<file path="config.mk">
export PLATFORM = sky130hd
export DESIGN_NAME = utf8_safe_truncating_copy
export DESIGN_NICKNAME = d
export VERILOG_FILES = /design/src/rtl/core/utf8tc_pkg.sv /design/src/rtl/core/utf8tc_front.sv /design/src/rtl/core/utf8tc_cmd_queue.sv /design/src/rtl/core/utf8tc_back.sv /design/src/rtl/core/utf8_safe_truncating_copy.sv
export SDC_FILE = /design/constraint.sdc
export NUM_CORES = 1
export LEC_CHECK = 0
export ABC_AREA = 0
export BUFFER_PORTS_ARGS = -buffer_cell sky130_fd_sc_hd__buf_2
export CAP_MARGIN = 20
export CORE_MARGIN = 2
export CORE_UTILIZATION = 44
export CTS_CLUSTER_SIZE = 16
export DETAILED_ROUTE_END_ITERATION = 8
export PLACE_DENSITY = 0.61
export SETUP_SLACK_MARGIN = 0.02
export SLEW_MARGIN = 25
export SYNTH_ARGS = -nofsm -noshare
export SYNTH_HDL_FRONTEND = slang
export SYNTH_SLANG_ARGS = --single-unit
</file>
<file path="constraint.sdc">
create_clock -name clk -period 19.02 [get_ports clk]
set_clock_uncertainty 0.05 [all_clocks]
set_input_delay 0.951 -clock clk [delete_from_list [all_inputs] [get_ports clk]]
set_output_delay 0.951 -clock clk [all_outputs]
set_load 0.05 [all_outputs]
</file>
<file path="src/rtl/core/utf8tc_pkg.sv">
// Shared types, constants and the lead-byte decoder for the UTF-8 truncating copy.
package utf8tc_pkg;

  localparam int unsigned BYTE_W   = 8;
  localparam int unsigned CAP_W    = 16;
  localparam int unsigned LEN_W    = 16;
  localparam int unsigned APB_AW   = 3;
  localparam int unsigned APB_DW   = 32;
  localparam int unsigned CMD_DEPTH = 4;
  localparam int unsigned CMD_PTR_W = $clog2(CMD_DEPTH);
  localparam int unsigned CMD_CNT_W = $clog2(CMD_DEPTH + 1);

  localparam logic [APB_AW-1:0] ADDR_CAPACITY = 3'd0;
  localparam logic [CAP_W-1:0]  CAPACITY_RESET = 16'd64;

  localparam logic [BYTE_W-1:0] MASK_2 = 8'hE0;
  localparam logic [BYTE_W-1:0] LEAD_2 = 8'hC0;
  localparam logic [BYTE_W-1:0] MASK_3 = 8'hF0;
  localparam logic [BYTE_W-1:0] LEAD_3 = 8'hE0;
  localparam logic [BYTE_W-1:0] MASK_4 = 8'hF8;
  localparam logic [BYTE_W-1:0] LEAD_4 = 8'hF0;
  localparam logic [BYTE_W-1:0] ASCII_LIMIT = 8'h80;
  localparam logic [BYTE_W-1:0] NUL_BYTE = 8'h00;

  // One command from the front end: a complete sequence to emit, or a terminator.
  typedef struct packed {
    logic [3:0][BYTE_W-1:0] data;      // bytes in emission order
    logic [1:0]             last_idx;  // number of bytes minus one
    logic                   term;      // terminator word
    logic [LEN_W-1:0]       length;    // copied length, meaningful with term
  } cmd_t;

  // Sequence length announced by a lead byte (1 to 4).
  function automatic logic [2:0] lead_length(input logic [BYTE_W-1:0] c);
    logic [2:0] n;
    if (c < ASCII_LIMIT) n = 3'd1;
    else if ((c & MASK_2) == LEAD_2) n = 3'd2;
    else if ((c & MASK_3) == LEAD_3) n = 3'd3;
    else if ((c & MASK_4) == LEAD_4) n = 3'd4;
    else n = 3'd1;
    return n;
  endfunction

endpackage

</file>
<file path="src/rtl/core/utf8tc_front.sv">
// Front end: assembles UTF-8 sequences, applies the capacity check, issues commands.
module utf8tc_front
  import utf8tc_pkg::*;
#(
  parameter int unsigned COUNT_BITS = 16
) (
  input  logic              clk,
  input  logic              rst,
  input  logic              in_valid,
  input  logic [BYTE_W-1:0] in_byte,
  input  logic [CAP_W-1:0]  capacity,
  output logic              cmd_push,
  output cmd_t              cmd
);

  localparam int unsigned CMP_W = ((COUNT_BITS > CAP_W) ? COUNT_BITS : CAP_W) + 1;

  logic [2:0][BYTE_W-1:0] held;
  logic [1:0]             held_count;
  logic [2:0]             seq_len;
  logic [COUNT_BITS-1:0]  copied;
  logic                   stopped;

  logic [2:0]             n;
  logic                   complete;
  logic                   hold_more;
  logic                   fits;
  logic [CMP_W-1:0]       sum;

  always_comb begin
    hold_more = 1'b0;
    complete  = 1'b0;
    n         = seq_len;
    if (in_valid && (in_byte != NUL_BYTE) && !stopped) begin
      if (seq_len == 3'd0) begin
        n = lead_length(in_byte);
        if (n > 3'd1) hold_more = 1'b1;
        else complete = 1'b1;
      end else if ((3'({1'b0, held_count}) + 3'd1) < seq_len) begin
        hold_more = 1'b1;
      end else begin
        complete = 1'b1;
      end
    end
  end

  assign sum  = CMP_W'(copied) + CMP_W'(n);
  assign fits = sum < CMP_W'(capacity);

  always_comb begin
    cmd          = '0;
    cmd_push     = 1'b0;
    if (in_valid && (in_byte == NUL_BYTE)) begin
      cmd_push    = 1'b1;
      cmd.term    = 1'b1;
      cmd.length  = LEN_W'(copied);
    end else if (complete && fits) begin
      cmd_push     = 1'b1;
      cmd.data     = {in_byte, held[2], held[1], held[0]};
      cmd.last_idx = 2'(n - 3'd1);
      cmd.data[cmd.last_idx] = in_byte;
    end
  end

  always_ff @(posedge clk) begin
    if (rst) begin
      held_count <= '0;
      seq_len    <= '0;
      copied     <= '0;
      stopped    <= 1'b0;
    end else if (in_valid && (in_byte == NUL_BYTE)) begin
      held_count <= '0;
      seq_len    <= '0;
      copied     <= '0;
      stopped    <= 1'b0;
    end else if (hold_more) begin
      if (seq_len == 3'd0) begin
        held[0]    <= in_byte;
        held_count <= 2'd1;
        seq_len    <= n;
      end else begin
        held[held_count] <= in_byte;
        held_count       <= held_count + 2'd1;
      end
    end else if (complete) begin
      held_count <= '0;
      seq_len    <= '0;
      if (fits) copied <= copied + COUNT_BITS'(n);
      else stopped <= 1'b1;
    end
  end

endmodule

</file>
<file path="src/rtl/core/utf8tc_cmd_queue.sv">
// Short show-ahead command queue between the front end and the back end.
module utf8tc_cmd_queue
  import utf8tc_pkg::*;
(
  input  logic clk,
  input  logic rst,
  input  logic push,
  input  cmd_t push_cmd,
  input  logic pop,
  output cmd_t head,
  output logic q_empty,
  output logic q_full
);

  cmd_t                 entries [CMD_DEPTH];
  logic [CMD_PTR_W-1:0] wr_ptr;
  logic [CMD_PTR_W-1:0] rd_ptr;
  logic [CMD_CNT_W-1:0] count;

  assign head    = entries[rd_ptr];
  assign q_empty = (count == '0);
  assign q_full  = (count == CMD_CNT_W'(CMD_DEPTH));

  always_ff @(posedge clk) begin
    if (push) entries[wr_ptr] <= push_cmd;
  end

  always_ff @(posedge clk) begin
    if (rst) begin
      wr_ptr <= '0;
      rd_ptr <= '0;
      count  <= '0;
    end else begin
      if (push) wr_ptr <= wr_ptr + 1'b1;
      if (pop) rd_ptr <= rd_ptr + 1'b1;
      if (push && !pop) count <= count + 1'b1;
      else if (pop && !push) count <= count - 1'b1;
    end
  end

endmodule

</file>
<file path="src/rtl/core/utf8tc_back.sv">
// Back end: splits each command into result words and holds the output register.
module utf8tc_back
  import utf8tc_pkg::*;
(
  input  logic              clk,
  input  logic              rst,
  input  cmd_t              head,
  input  logic              q_empty,
  output logic              q_pop,
  input  logic              pop,
  output logic              out_valid,
  output logic [BYTE_W-1:0] out_byte,
  output logic              last,
  output logic [LEN_W-1:0]  length
);

  logic [1:0] idx;
  logic       load;
  logic       final_word;

  assign load       = !q_empty && (!out_valid || pop);
  assign final_word = (idx == head.last_idx);
  assign q_pop      = load && final_word;

  always_ff @(posedge clk) begin
    if (rst) begin
      out_valid <= 1'b0;
      idx       <= '0;
    end else begin
      if (load) begin
        out_valid <= 1'b1;
        idx       <= final_word ? 2'd0 : idx + 2'd1;
      end else if (pop) begin
        out_valid <= 1'b0;
      end
    end
  end

  always_ff @(posedge clk) begin
    if (load) begin
      out_byte <= head.term ? NUL_BYTE : head.data[idx];
      last     <= head.term;
      length   <= head.term ? head.length : '0;
    end
  end

endmodule

</file>
<file path="src/rtl/core/utf8_safe_truncating_copy.sv">
// Top level of the UTF-8 boundary-safe truncating string copy.
//
// Source bytes arrive on the input queue port: a word is taken at a rising edge
// with push high and full low. Each string ends with a zero byte. The block
// copies bytes out whole UTF-8 sequences at a time, never splitting one, and
// stops copying once a sequence plus the terminator would exceed capacity.
// Every string yields exactly one terminator word (out_byte zero, last high)
// carrying the number of bytes copied in length.
//
// Result words leave through the output queue port: a word is shown while
// empty is low and is taken at a rising edge with pop high. A stalled receiver
// holds the word steady; the front end keeps taking input until the four-entry
// command queue fills, then full rises.
//
// Throughput is one input word per cycle while full is low. With the output side
// idle, the first word of a sequence enters the command queue at the edge that takes
// the byte completing it and then loads into the output register; a sequence of n
// bytes leaves as n words, one word per cycle while pop is high (single output register).
//
// Reset (rst, synchronous) clears all string state, empties both queues and
// sets capacity to 64. capacity sits at APB address 0; the user must write it only
// while the block is idle, which the block itself does not enforce.
module utf8_safe_truncating_copy
  import utf8tc_pkg::*;
#(
  parameter int unsigned COUNT_BITS = 16
) (
  input  logic              clk,
  input  logic              rst,
  // Input queue side.
  input  logic              push,
  output logic              full,
  input  logic [BYTE_W-1:0] in_byte,
  // Output queue side.
  output logic              empty,
  input  logic              pop,
  output logic [BYTE_W-1:0] out_byte,
  output logic              last,
  output logic [LEN_W-1:0]  length,
  // Configuration port.
  input  logic              psel,
  input  logic              penable,
  input  logic              pwrite,
  input  logic [APB_AW-1:0] paddr,
  input  logic [APB_DW-1:0] pwdata,
  output logic [APB_DW-1:0] prdata,
  output logic              pready
);

  logic [CAP_W-1:0] capacity;
  logic             in_valid;
  logic             cmd_push;
  cmd_t             cmd;
  cmd_t             head;
  logic             q_empty;
  logic             q_full;
  logic             q_pop;
  logic             out_valid;

  // The register file is a single capacity register; other addresses read zero.
  assign pready = 1'b1;
  assign prdata = (paddr == ADDR_CAPACITY) ? APB_DW'(capacity) : '0;

  always_ff @(posedge clk) begin
    if (rst) begin
      capacity <= CAPACITY_RESET;
    end else if (psel && penable && pwrite && pready && (paddr == ADDR_CAPACITY)) begin
      capacity <= pwdata[CAP_W-1:0];
    end
  end

  // Any accepted byte can issue at most one command, so a free queue slot is
  // all the front end needs to take a word.
  assign full     = q_full;
  assign in_valid = push && !full;
  assign empty    = !out_valid;

  utf8tc_front #(
    .COUNT_BITS(COUNT_BITS)
  ) u_front (
    .clk      (clk),
    .rst      (rst),
    .in_valid (in_valid),
    .in_byte  (in_byte),
    .capacity (capacity),
    .cmd_push (cmd_push),
    .cmd      (cmd)
  );

  utf8tc_cmd_queue u_queue (
    .clk      (clk),
    .rst      (rst),
    .push     (cmd_push),
    .push_cmd (cmd),
    .pop      (q_pop),
    .head     (head),
    .q_empty  (q_empty),
    .q_full   (q_full)
  );

  utf8tc_back u_back (
    .clk       (clk),
    .rst       (rst),
    .head      (head),
    .q_empty   (q_empty),
    .q_pop     (q_pop),
    .pop       (pop),
    .out_valid (out_valid),
    .out_byte  (out_byte),
    .last      (last),
    .length    (length)
  );

endmodule

</file>
==> flow_summary_export.csv, run 1 <==
group,metric,value,unit
route,avgRoutedWirePerCell,18.82,um
global_routing,grtUsageTotal,0.1664,
clock_tree,cts_resized,0,
route,firstDrtPassIters,5,
timing,final.setup.tns,0,ps
setup_path,path_class,"primary input to register",
clock_tree,clkTransAtPathRegs,60,ps
setup_path,slowest_delay,480,ps
route,vias_per_cell,5.229,
timing,hold_viol,0,
cells_and_area,multi_input_comb_area,0.004190,mm2
die,core,0.02948,mm2
die,start_util,0.4455,
yosys,synth_seq_area_share,0.6547,
setup_path,cp_top_family,"simple AND/OR/NAND/NOR gates",
die,die_x,176.8,um
timing,max_freq,155.9,MHz
clock_tree,cts_buffer_depth,3,
cells_and_area,final_cell_area,0.01479,mm2
route,antenna_left,0,
global_routing,grt_overflow,0,
route,drc,0,
yosys,synth_flop_cell,"edfxtp_1",
placement,portBuffers,76,
setup_path,crit_arrival,6840,ps
setup_path,cp-end-kind,"register",
cells_and_area,seq_area,0.008606,mm2
run_status,outcome,"finished, final reports clean",
clock_tree,root_buffer,"clkbuf_16",
yosys,synth_top_area_share,0.5785,
timing,setup_viol,0,
clock_tree,postCtsSetupBuffers,0,
placement,post_dp_cell_area,0.01387,mm2
yosys,synth_area_leaders,"edfxtp_1 (58%), mux4_2 (10%), dfxtp_1 (7.6%)",
yosys,yosysMostFrequentCell,"edfxtp_1",
clock_tree,cts_tree,"built",
power_and_ir_drop,p_leak,5.185,nW
timing,holdWs,418.5,ps
die,rows,63,
timing,maxSlewViolCount,0,
clock_tree,numClockSinks,303,
cells_and_area,area_growth,12.63,%
timing,period_share,0.3372,
clock_tree,cts_hold_buf,0,
die,io_pins,110,
yosys,syn_area_per_cell,15.24,um2
placement,dp_hpwl,14910,um
global_routing,antenna_found_initial,0,
yosys,ys_ff_latch,303,
yosys,syn_inst,862,
yosys,yosys.area.top_type,"edfxtp_1",
clock_tree,clock_latency,550,ps
cells_and_area,diodes,0,
yosys,synth_cell_types,61,
setup_path,crit_buf_inv,4,
timing,post-route-min-period,6413,ps
clock_tree,cts_buffers,31,
yosys,yosys_warnings,0,
route,wirelength,25430,um
setup_path,critPathSlowestCell,"nor4b_4",
power_and_ir_drop,power.total,1.869,mW
timing,slew_headroom,0.3799,
clock_tree,h-tree-depth,1,
placement,gp_congestion,0.7788,
timing,tightest_slew,928.8,ps
route,drt_iter0_drc,449,
die,die-area,0.03124,mm2
cells_and_area,drive_gt1_frac,0.2185,
power_and_ir_drop,vdd_drop_max,0.1163,mV
setup_path,start_kind,"primary input",
setup_path,required,19450,ps
yosys,synth_common_cells,"edfxtp_1 (253), mux4_2 (59), and2_1 (53), nand2_1 (51)",
worst_hold_path,hold_path_class,"register to register",
cells_and_area,fillCellCount,2525,
yosys,postSynth.asyncResetShare,0,
power_and_ir_drop,power_density,126.4,mW/mm2
cells_and_area,nets,1021,
route,via_count,7064,
timing,rsz0062_at_grt,"no",
global_routing,grt_pass1_wl,40140,um
yosys,synth_area,0.01313,mm2
die,die_h,176.8,um
yosys,synth_edf_count,253,
global_routing,grt_pass1_vias,7145,
global_routing,grt_max_degree,52,
run,max_cap_violations,0,
setup_path,critPathMaxFanout,18,
## report_power, final
group | internal, mW | leakage (nW) | switching (mW)
sequential | 0.831 | 2.79 | 0.0407
combinational | 0.158 | 1.94 | 0.286
clock | 0.312 | 0.446 | 0.242
## logic make-up after synthesis
kind of cell	Yosys count	synth area share
flops	303	0.6547
simple gates	242	0.1014
buf+inv	93	0.03430
mux	86	0.1219
compound gates	80	0.03897
fa+ha+maj	34	0.03354
xor+xnor	22	0.01467
other cells	2	0.0005719
## worst register-to-register path, cell delays in order (launching register included)
cell and delay (ps):
dfxtp_1 420, nor3b_2 130, nor4b_4 460, nand4_1 160
nand2b_1 200, and2_1 200, fa_1 440, nand2b_1 200
a211oi_2 480, nand3_1 220, xnor2_1 240, ha_1 300
a41o_1 240, a21oi_1 130, o21a_1 160, o211a_1 150
buf_4 290, a21oi_4 190, inv_1 90, ha_1 180
inv_1 60, fa_1 380, xor2_1 180, or3_1 300
a21oi_1 140
## state kept, by name, summed over array words and instances (netlist names), named ones only
| register | cells |
|---|---|
| u_front.copied | 16 |
| u_queue.wr_ptr | 2 |
| u_queue.entries | 204 |
| u_back.last | 1 |
| u_back.out_byte | 8 |
| u_front.held | 24 |
| u_back.idx | 2 |
| u_front.seq_len | 3 |
| u_front.held_count | 2 |
| u_back.length | 16 |
| u_queue.count | 3 |
| u_queue.rd_ptr | 2 |
| u_back.out_valid | 1 |
| capacity | 16 |
| u_front.stopped | 1 |
## path summary, 6_finish.rpt
kind | from | end | slack [ps] | cells past startpoint
setup / recovery | in_byte[3] | u_queue.count[2] | 12610 | 26
hold / removal | capacity[4] | capacity[4] | 420 | 2
setup reg to reg | u_queue.count[0] | u_queue.count[2] | 12970 | 24
hold reg to reg | capacity[4] | capacity[4] | 420 | 2
## cell type report
cell class,instances,share of cell area
inverter,32,0.008120
tap,390,0.03299
multi-input combinational,481,0.2833
timing repair buffer,88,0.03181
clock inverter,18,0.007528
clock buffer,39,0.05447
sequential,303,0.5818
## routing by layer
layer	GRT usage	routed length, um	up-vias
li1	-	-	3351
met1	0.2408	11970	3518
met2	0.2700	11950	157
met3	0.02126	1109	38
met4	0.03891	396	0
met5	0	0	-
## metrics by stage
stage / util / instances / setup WS, ps
global route: 0.5017 / 1351 / 12150
global placement: 0.4704 / 1293 / 12050
floorplan: - / 877 / 11510
detailed placement: 0.4704 / 1293 / 11980
finish: 0.5017 / 1351 / 12610
CTS: 0.5015 / 1350 / 12530
## layout by cell type, fill, tap and decap left out, types with 17 or more instances in the layout
cell type / Yosys / final
and2_1: 53 / 53
edfxtp_1: 253 / 253
mux2i_1: 26 / 26
ha_1: 32 / 32
inv_1: 32 / 32
nand2_1: 51 / 51
a21oi_1: 41 / 40
nor2_1: 50 / 50
clkbuf_16: 0 / 31
conb_1: 2 / 17
buf_2: 14 / 76
mux4_2: 59 / 59
dfxtp_1: 50 / 48
No activity file was read; power rests on OpenSTA's default activity.
==> run 2: changes to the inputs <==
- clock period: 19.02 -> 6.2 ns (I/O delays scaled with it)
==> flow_summary_export.csv, run 2 (synthesis gave the netlist of run 1 again) <==
group,metric,value,unit
placement,dp_cells,1305,
clock_tree,cts_buffer_depth,3,
cells_and_area,final_cell_area,0.01520,mm2
timing,max_freq,176.3,MHz
die,die_x,176.8,um
cells_and_area,drive_gt1_frac,0.2242,
route,firstDrtPassIters,7,
power_and_ir_drop,power_density,384.5,mW/mm2
die,io_pins,110,
setup_path,path_class,"primary input to register",
die,die-area,0.03124,mm2
timing,rsz0062_at_grt,"no",
cells_and_area,multi_input_comb_area,0.004190,mm2
route,avgRoutedWirePerCell,18.81,um
global_routing,grtUsageTotal,0.1692,
global_routing,grt_pass1_wl,40640,um
setup_path,crit_arrival,6100,ps
clock_tree,cts_hold_buf,19,
route,drt_iter0_drc,564,
run_status,outcome,"finished, final reports clean",
route,antenna_left,0,
placement,portBuffers,76,
power_and_ir_drop,p_leak,5.367,nW
die,core,0.02948,mm2
setup_path,required,6630,ps
clock_tree,postCtsSetupBuffers,0,
clock_tree,numClockSinks,303,
timing,tightest_slew,926.8,ps
worst_hold_path,hold_path.startpoint,"in_byte[0]",
setup_path,startpoint,"in_byte[1]",
setup_path,start_kind,"primary input",
cells_and_area,reg_top3,"u_queue.entries: 204 flops, u_front.held: 24 flops",
route,vias_per_cell,5.214,
setup_path,cp-end-kind,"register",
clock_tree,cts_buffers,30,
cells_and_area,nets,1051,
clock_tree,clkTransAtPathRegs,60,ps
timing,slew_headroom,0.3813,
die,rows,63,
cells_and_area,final_common_cell,"edfxtp_1",
placement,dp_hpwl,15870,um
cells_and_area,fillCellCount,2479,
run,max_cap_violations,0,
cells_and_area,area_growth,15.76,%
cells_and_area,seq_area,0.008607,mm2
clock_tree,root_buffer,"clkbuf_16",
clock_tree,clock_latency,550,ps
setup_path,reg2reg_from,"u_queue.count[0]",
route,drc,0,
die,die_h,176.8,um
setup_path,critPathMaxFanout,9,
worst_hold_path,hold_path_class,"primary input to register",
cells_and_area,instances_no_fill,1380,
global_routing,antenna_found_initial,0,
timing,post-route-min-period,5672,ps
route,wirelength,25960,um
global_routing,grt_max_degree,52,
power_and_ir_drop,vdd_drop_max,0.3062,mV
cells_and_area,final_cell_mix,"edfxtp_1 (253), buf_2 (76), mux4_2 (59)",
cells_and_area,top_register,"u_queue.entries",
route,via_count,7195,
global_routing,grt_overflow,0,
timing,hold_viol,0,
timing,period_share,0.9148,
clock_tree,cts_resized,0,
clock_tree,cts_tree,"built",
global_routing,grt_pass1_vias,7336,
timing,setup_viol,0,
cells_and_area,largest_register_ffs,204,
cells_and_area,diodes,0,
clock_tree,h-tree-depth,1,
placement,post_dp_cell_area,0.01404,mm2
timing,maxSlewViolCount,0,
placement,gp_congestion,0.7917,
power_and_ir_drop,power.total,5.846,mW
die,start_util,0.4455,
## run 2: cell count changes in the layout (fill, tap and decap cells not counted), sizes merged
cell	before	now
dlygate4sd3	0	19
buf	88	100
clkbuf	39	35
bufinv	1	3
clkinv	14	16
clkinvlp	2	1
inv	33	32
## run 2: worst max-delay path, cell delays in order
cell and delay, ps:
dlygate4sd3_1 520, buf_2 190, or4_4 190, nor2_2 50, nor4b_4 490, nand4_1 160
nand2b_1 200, and2_1 200, fa_1 430, nand2b_1 220, a211oi_2 330, nand3_1 170
xnor2_1 210, ha_1 290, a41o_1 240, a21oi_1 130, o21a_1 150, o211a_1 240
a21oi_4 70, inv_1 70, ha_1 180, inv_1 60, fa_1 370, xor2_1 180
or3_1 310, a21oi_1 140
## run 2: worst paths after layout
check	endpoint	slack, ps	depth (start not counted)
max	u_queue.count[2]	530	26
max reg2reg	u_queue.count[2]	720	23
min reg2reg	capacity[7]	420	2
min	u_front.held[8]	40	1
## run 2: metal layers
metal | vias to the layer above | part of all wire | track usage
met5 | - | 0 | 0
met4 | 0 | 0.019 | 0.04511
met3 | 33 | 0.048 | 0.02234
met2 | 197 | 0.48 | 0.2839
met1 | 3556 | 0.45 | 0.2339
li1 | 3409 | - | -
## run 2: layout make-up
class                   instances  share of cell area
flip-flops and latches        303              0.5662
multi-input cells             481              0.2756
well taps                     390             0.03210
repair buffers                119             0.05514
inverters                      32            0.007901
clock inverters                20             0.01103
clock buffers                  35             0.05202
## run 2: power by group
part	internal, mW	switching [mW]	leakage [nW]
logic	0.512	0.881	2.11
registers	2.55	0.138	2.79
clock network	1.03	0.739	0.466
total	4.09	1.76	5.37
## run 2: through the flow
| stage | setup slack, ps | setup TNS [ps] | hold slack (ps) | util |
|---|---|---|---|---|
| floorplan | -755.2 | -154050 | 358.9 | - |
| global placement | 453.4 | 0 | 405.3 | 0.4764 |
| detailed placement | 386.8 | 0 | 410.5 | 0.4764 |
| CTS | 479.5 | 0 | 29.48 | 0.5154 |
| global route | 75.64 | 0 | 37.49 | 0.5157 |
| finish | 528.4 | 0 | 42.17 | 0.5157 |
==> run 3: changes to the inputs <==
- SYNTH_HIERARCHICAL: default -> 1
- clock period: 6.2 -> 7.29 ns (I/O delays scaled with it)
==> flow_summary_export.csv, run 3 <==
group,metric,value,unit
worst_hold_path,hold_path_class,"primary input to register",
cells_and_area,multi_input_comb_area,0.004293,mm2
cells_and_area,reg_top3,"u_queue/entries: 204 flops, u_front/held: 24 flops",
yosys,synth_common_cells,"edfxtp_1 (253), mux4_2 (56), nor2_1 (55), and2_1 (51), dfxtp_1 (50)",
clock_tree,cts_buffers,31,
clock_tree,clock_latency,560,ps
yosys,synth_edf_count,253,
setup_path,crit_buf_inv,3,
power_and_ir_drop,power_density,348.7,mW/mm2
timing,hold_viol,0,
worst_hold_path,hold_path.startpoint,"pwdata[0]",
setup_path,critPathMaxFanout,9,
clock_tree,cts_resized,0,
cells_and_area,fillCellCount,2495,
setup_path,rrSetupSlack,1110,ps
timing,period_share,0.8482,
die,die_x,178.6,um
cells_and_area,top_register,"u_queue/entries",
yosys,syn_area_per_cell,15.52,um2
route,firstDrtPassIters,7,
timing,max_freq,161.7,MHz
clock_tree,postCtsSetupBuffers,0,
worst_hold_path,holdPathStages,3,
global_routing,grt_pass1_wl,41300,um
timing,maxSlewViolCount,0,
die,core,0.02980,mm2
setup_path,crit_arrival,6610,ps
timing,final.setup.tns,0,ps
cells_and_area,nets,1033,
clock_tree,clkTransAtPathRegs,60,ps
yosys,synth_top_area_share,0.5666,
yosys,yosys.area.top_type,"edfxtp_1",
yosys,yosys_warnings,6,
route,via_count,7179,
run,max_cap_violations,0,
global_routing,grt_overflow,0,
setup_path,critPathSlowestCell,"dfxtp_1",
yosys,ys_ff_latch,303,
yosys,synth_xor_area_frac,0.01372,
die,io_pins,110,
cells_and_area,diodes,0,
worst_hold_path,min_to,"capacity[0]",
yosys,synth_compound_area_frac,0.03817,
clock_tree,h-tree-depth,1,
route,drt_iter0_drc,468,
placement,dp_hpwl,15940,um
placement,gp_congestion,0.8235,
setup_path,slowest_delay,410,ps
route,drc,0,
clock_tree,cts_hold_buf,10,
setup_path,reg2reg_from,"u_queue/count[0]",
yosys,synth_area_leaders,"edfxtp_1 (57%), mux4_2 (9.4%), dfxtp_1 (7.5%)",
route,vias_per_cell,5.267,
placement,portBuffers,76,
cells_and_area,area_growth,13.66,%
yosys,synth.mux.area_fraction,0.1313,
power_and_ir_drop,p_leak,5.374,nW
yosys,synth_area,0.01341,mm2
cells_and_area,drive_gt1_frac,0.2220,
cells_and_area,final_util,0.5115,
clock_tree,root_buffer,"clkbuf_16",
cells_and_area,largest_register_ffs,204,
cells_and_area,final_common_cell,"edfxtp_1",
die,rows,63,
die,die_h,178.6,um
timing,setup_viol,0,
timing,post-route-min-period,6183,ps
yosys,synth_cell_types,60,
timing,slew_headroom,0.3437,
yosys,synthAdderAreaFrac,0.03285,
timing,fin_ws,1107,ps
die,die-area,0.03189,mm2
power_and_ir_drop,vdd_drop_max,0.2179,mV
setup_path,cp_top_family,"simple AND/OR/NAND/NOR gates",
clock_tree,numClockSinks,303,
route,wirelength,25880,um
yosys,synth_top_family_by_area,"multiplexers",
setup_path,start_kind,"register",
timing,tightest_slew,983.1,ps
route,antenna_left,0,
setup_path,required,7720,ps
run_status,outcome,"finished, final reports clean",
global_routing,grt_pass1_vias,7311,
yosys,synth_seq_area_share,0.6413,
timing,rsz0062_at_grt,"no",
cells_and_area,seq_area,0.008606,mm2
die,start_util,0.4500,
setup_path,r2r-end,"u_queue/count[2]",
setup_path,path_class,"register to register",
cells_and_area,final_cell_mix,"edfxtp_1 (253), buf_2 (76), mux4_2 (56)",
global_routing,grtUsageTotal,0.1687,
setup_path,reg2regPathDepth,27,
yosys,yosysMostFrequentCell,"edfxtp_1",
clock_tree,cts_buffer_depth,3,
clock_tree,cts_tree,"built",
setup_path,cp-end-kind,"register",
route,avgRoutedWirePerCell,18.99,um
global_routing,grt_max_degree,52,
placement,place_ws,1124,ps
yosys,syn_inst,864,
global_routing,antenna_found_initial,1,
yosys,yosys.area_share.simple,0.09882,
yosys,synth_flop_cell,"edfxtp_1",
yosys,postSynth.asyncResetShare,0,
run 3: kinds of logic after synthesis:
| family | after synthesis |
|---|---|
| AND/OR/NAND/NOR | 234 |
| AO/OA/AOI/OAI | 73 |
| buffers and inverters | 96 |
| adder cells (fa/ha/maj) | 34 |
| XOR/XNOR | 21 |
| other | 2 |
| multiplexers | 101 |
| flip-flops | 303 |
run 3: power by group:
| part | internal, mW | switching, mW | total (mW) |
|---|---|---|---|
| registers | 2.18 | 0.104 | 2.29 |
| logic | 0.505 | 0.829 | 1.33 |
| clock network | 1.04 | 0.655 | 1.69 |
| total | 3.73 | 1.59 | 5.31 |
run 3: how the worst max path moves through the flow:
stage                     start               endpoint  slack, ps  depth (start not counted)
6_report       u_queue/count[0]       u_queue/count[2]       1110                         27
5_1_grt        u_queue/count[0]       u_queue/count[2]        610                         27
4_1_cts        u_queue/count[0]       u_queue/count[2]       1090                         27
3_5_place_dp   u_queue/count[0]       u_queue/count[2]       1120                         27
3_3_place_gp   u_queue/count[0]       u_queue/count[2]       1170                         27
2_1_floorplan  u_queue/count[1]  u_queue/entries[0][0]        320                         22
run 3: worst register-to-register path: stages (launching register included):
cell	delay [ps]
dfxtp_1	410
nor3b_1	120
nor2b_1	160
nand2b_1	100
a21o_1	250
nor4_1	220
or2_2	200
ha_1	180
inv_1	50
fa_1	390
nor2b_1	240
o2111a_1	290
inv_1	90
nor3_1	380
xnor2_1	190
ha_1	270
and3_1	200
a221oi_1	280
o211ai_1	200
a41oi_4	230
nand2_1	100
nand2b_1	240
ha_1	240
inv_1	60
fa_1	370
xor2_1	150
or3_1	300
a21oi_1	150
run 3: cell type report:
cell class,count,area share
inverter,36,0.008867
multi-input combinational,480,0.2817
clock buffer,36,0.05279
timing repair buffer,97,0.04048
clock inverter,21,0.01946
sequential,303,0.5647
tap,390,0.03202
run 3: layer usage:
metal | wire length, um | GRT usage | share of wire | vias up
li1 | - | - | - | 3394
met1 | 12030 | 0.2421 | 0.46 | 3565
met2 | 12100 | 0.2733 | 0.47 | 182
met3 | 1322 | 0.02536 | 0.051 | 36
met4 | 418 | 0.03794 | 0.016 | 2
met5 | 11 | 0 | 0.00043 | -
run 3: per-stage QoR:
stage          cell area (um2)  power [mW]  instances  hold slack (ps)
2_1_floorplan            13460       3.410        879            378.0
3_3_place_gp             14030       3.664       1296            398.7
3_5_place_dp             14030       3.682       1296            400.9
4_1_cts                  15240       5.383       1363            1.799
5_1_grt                  15240       5.554       1363            14.49
6_report                 15240       5.313       1363            23.59
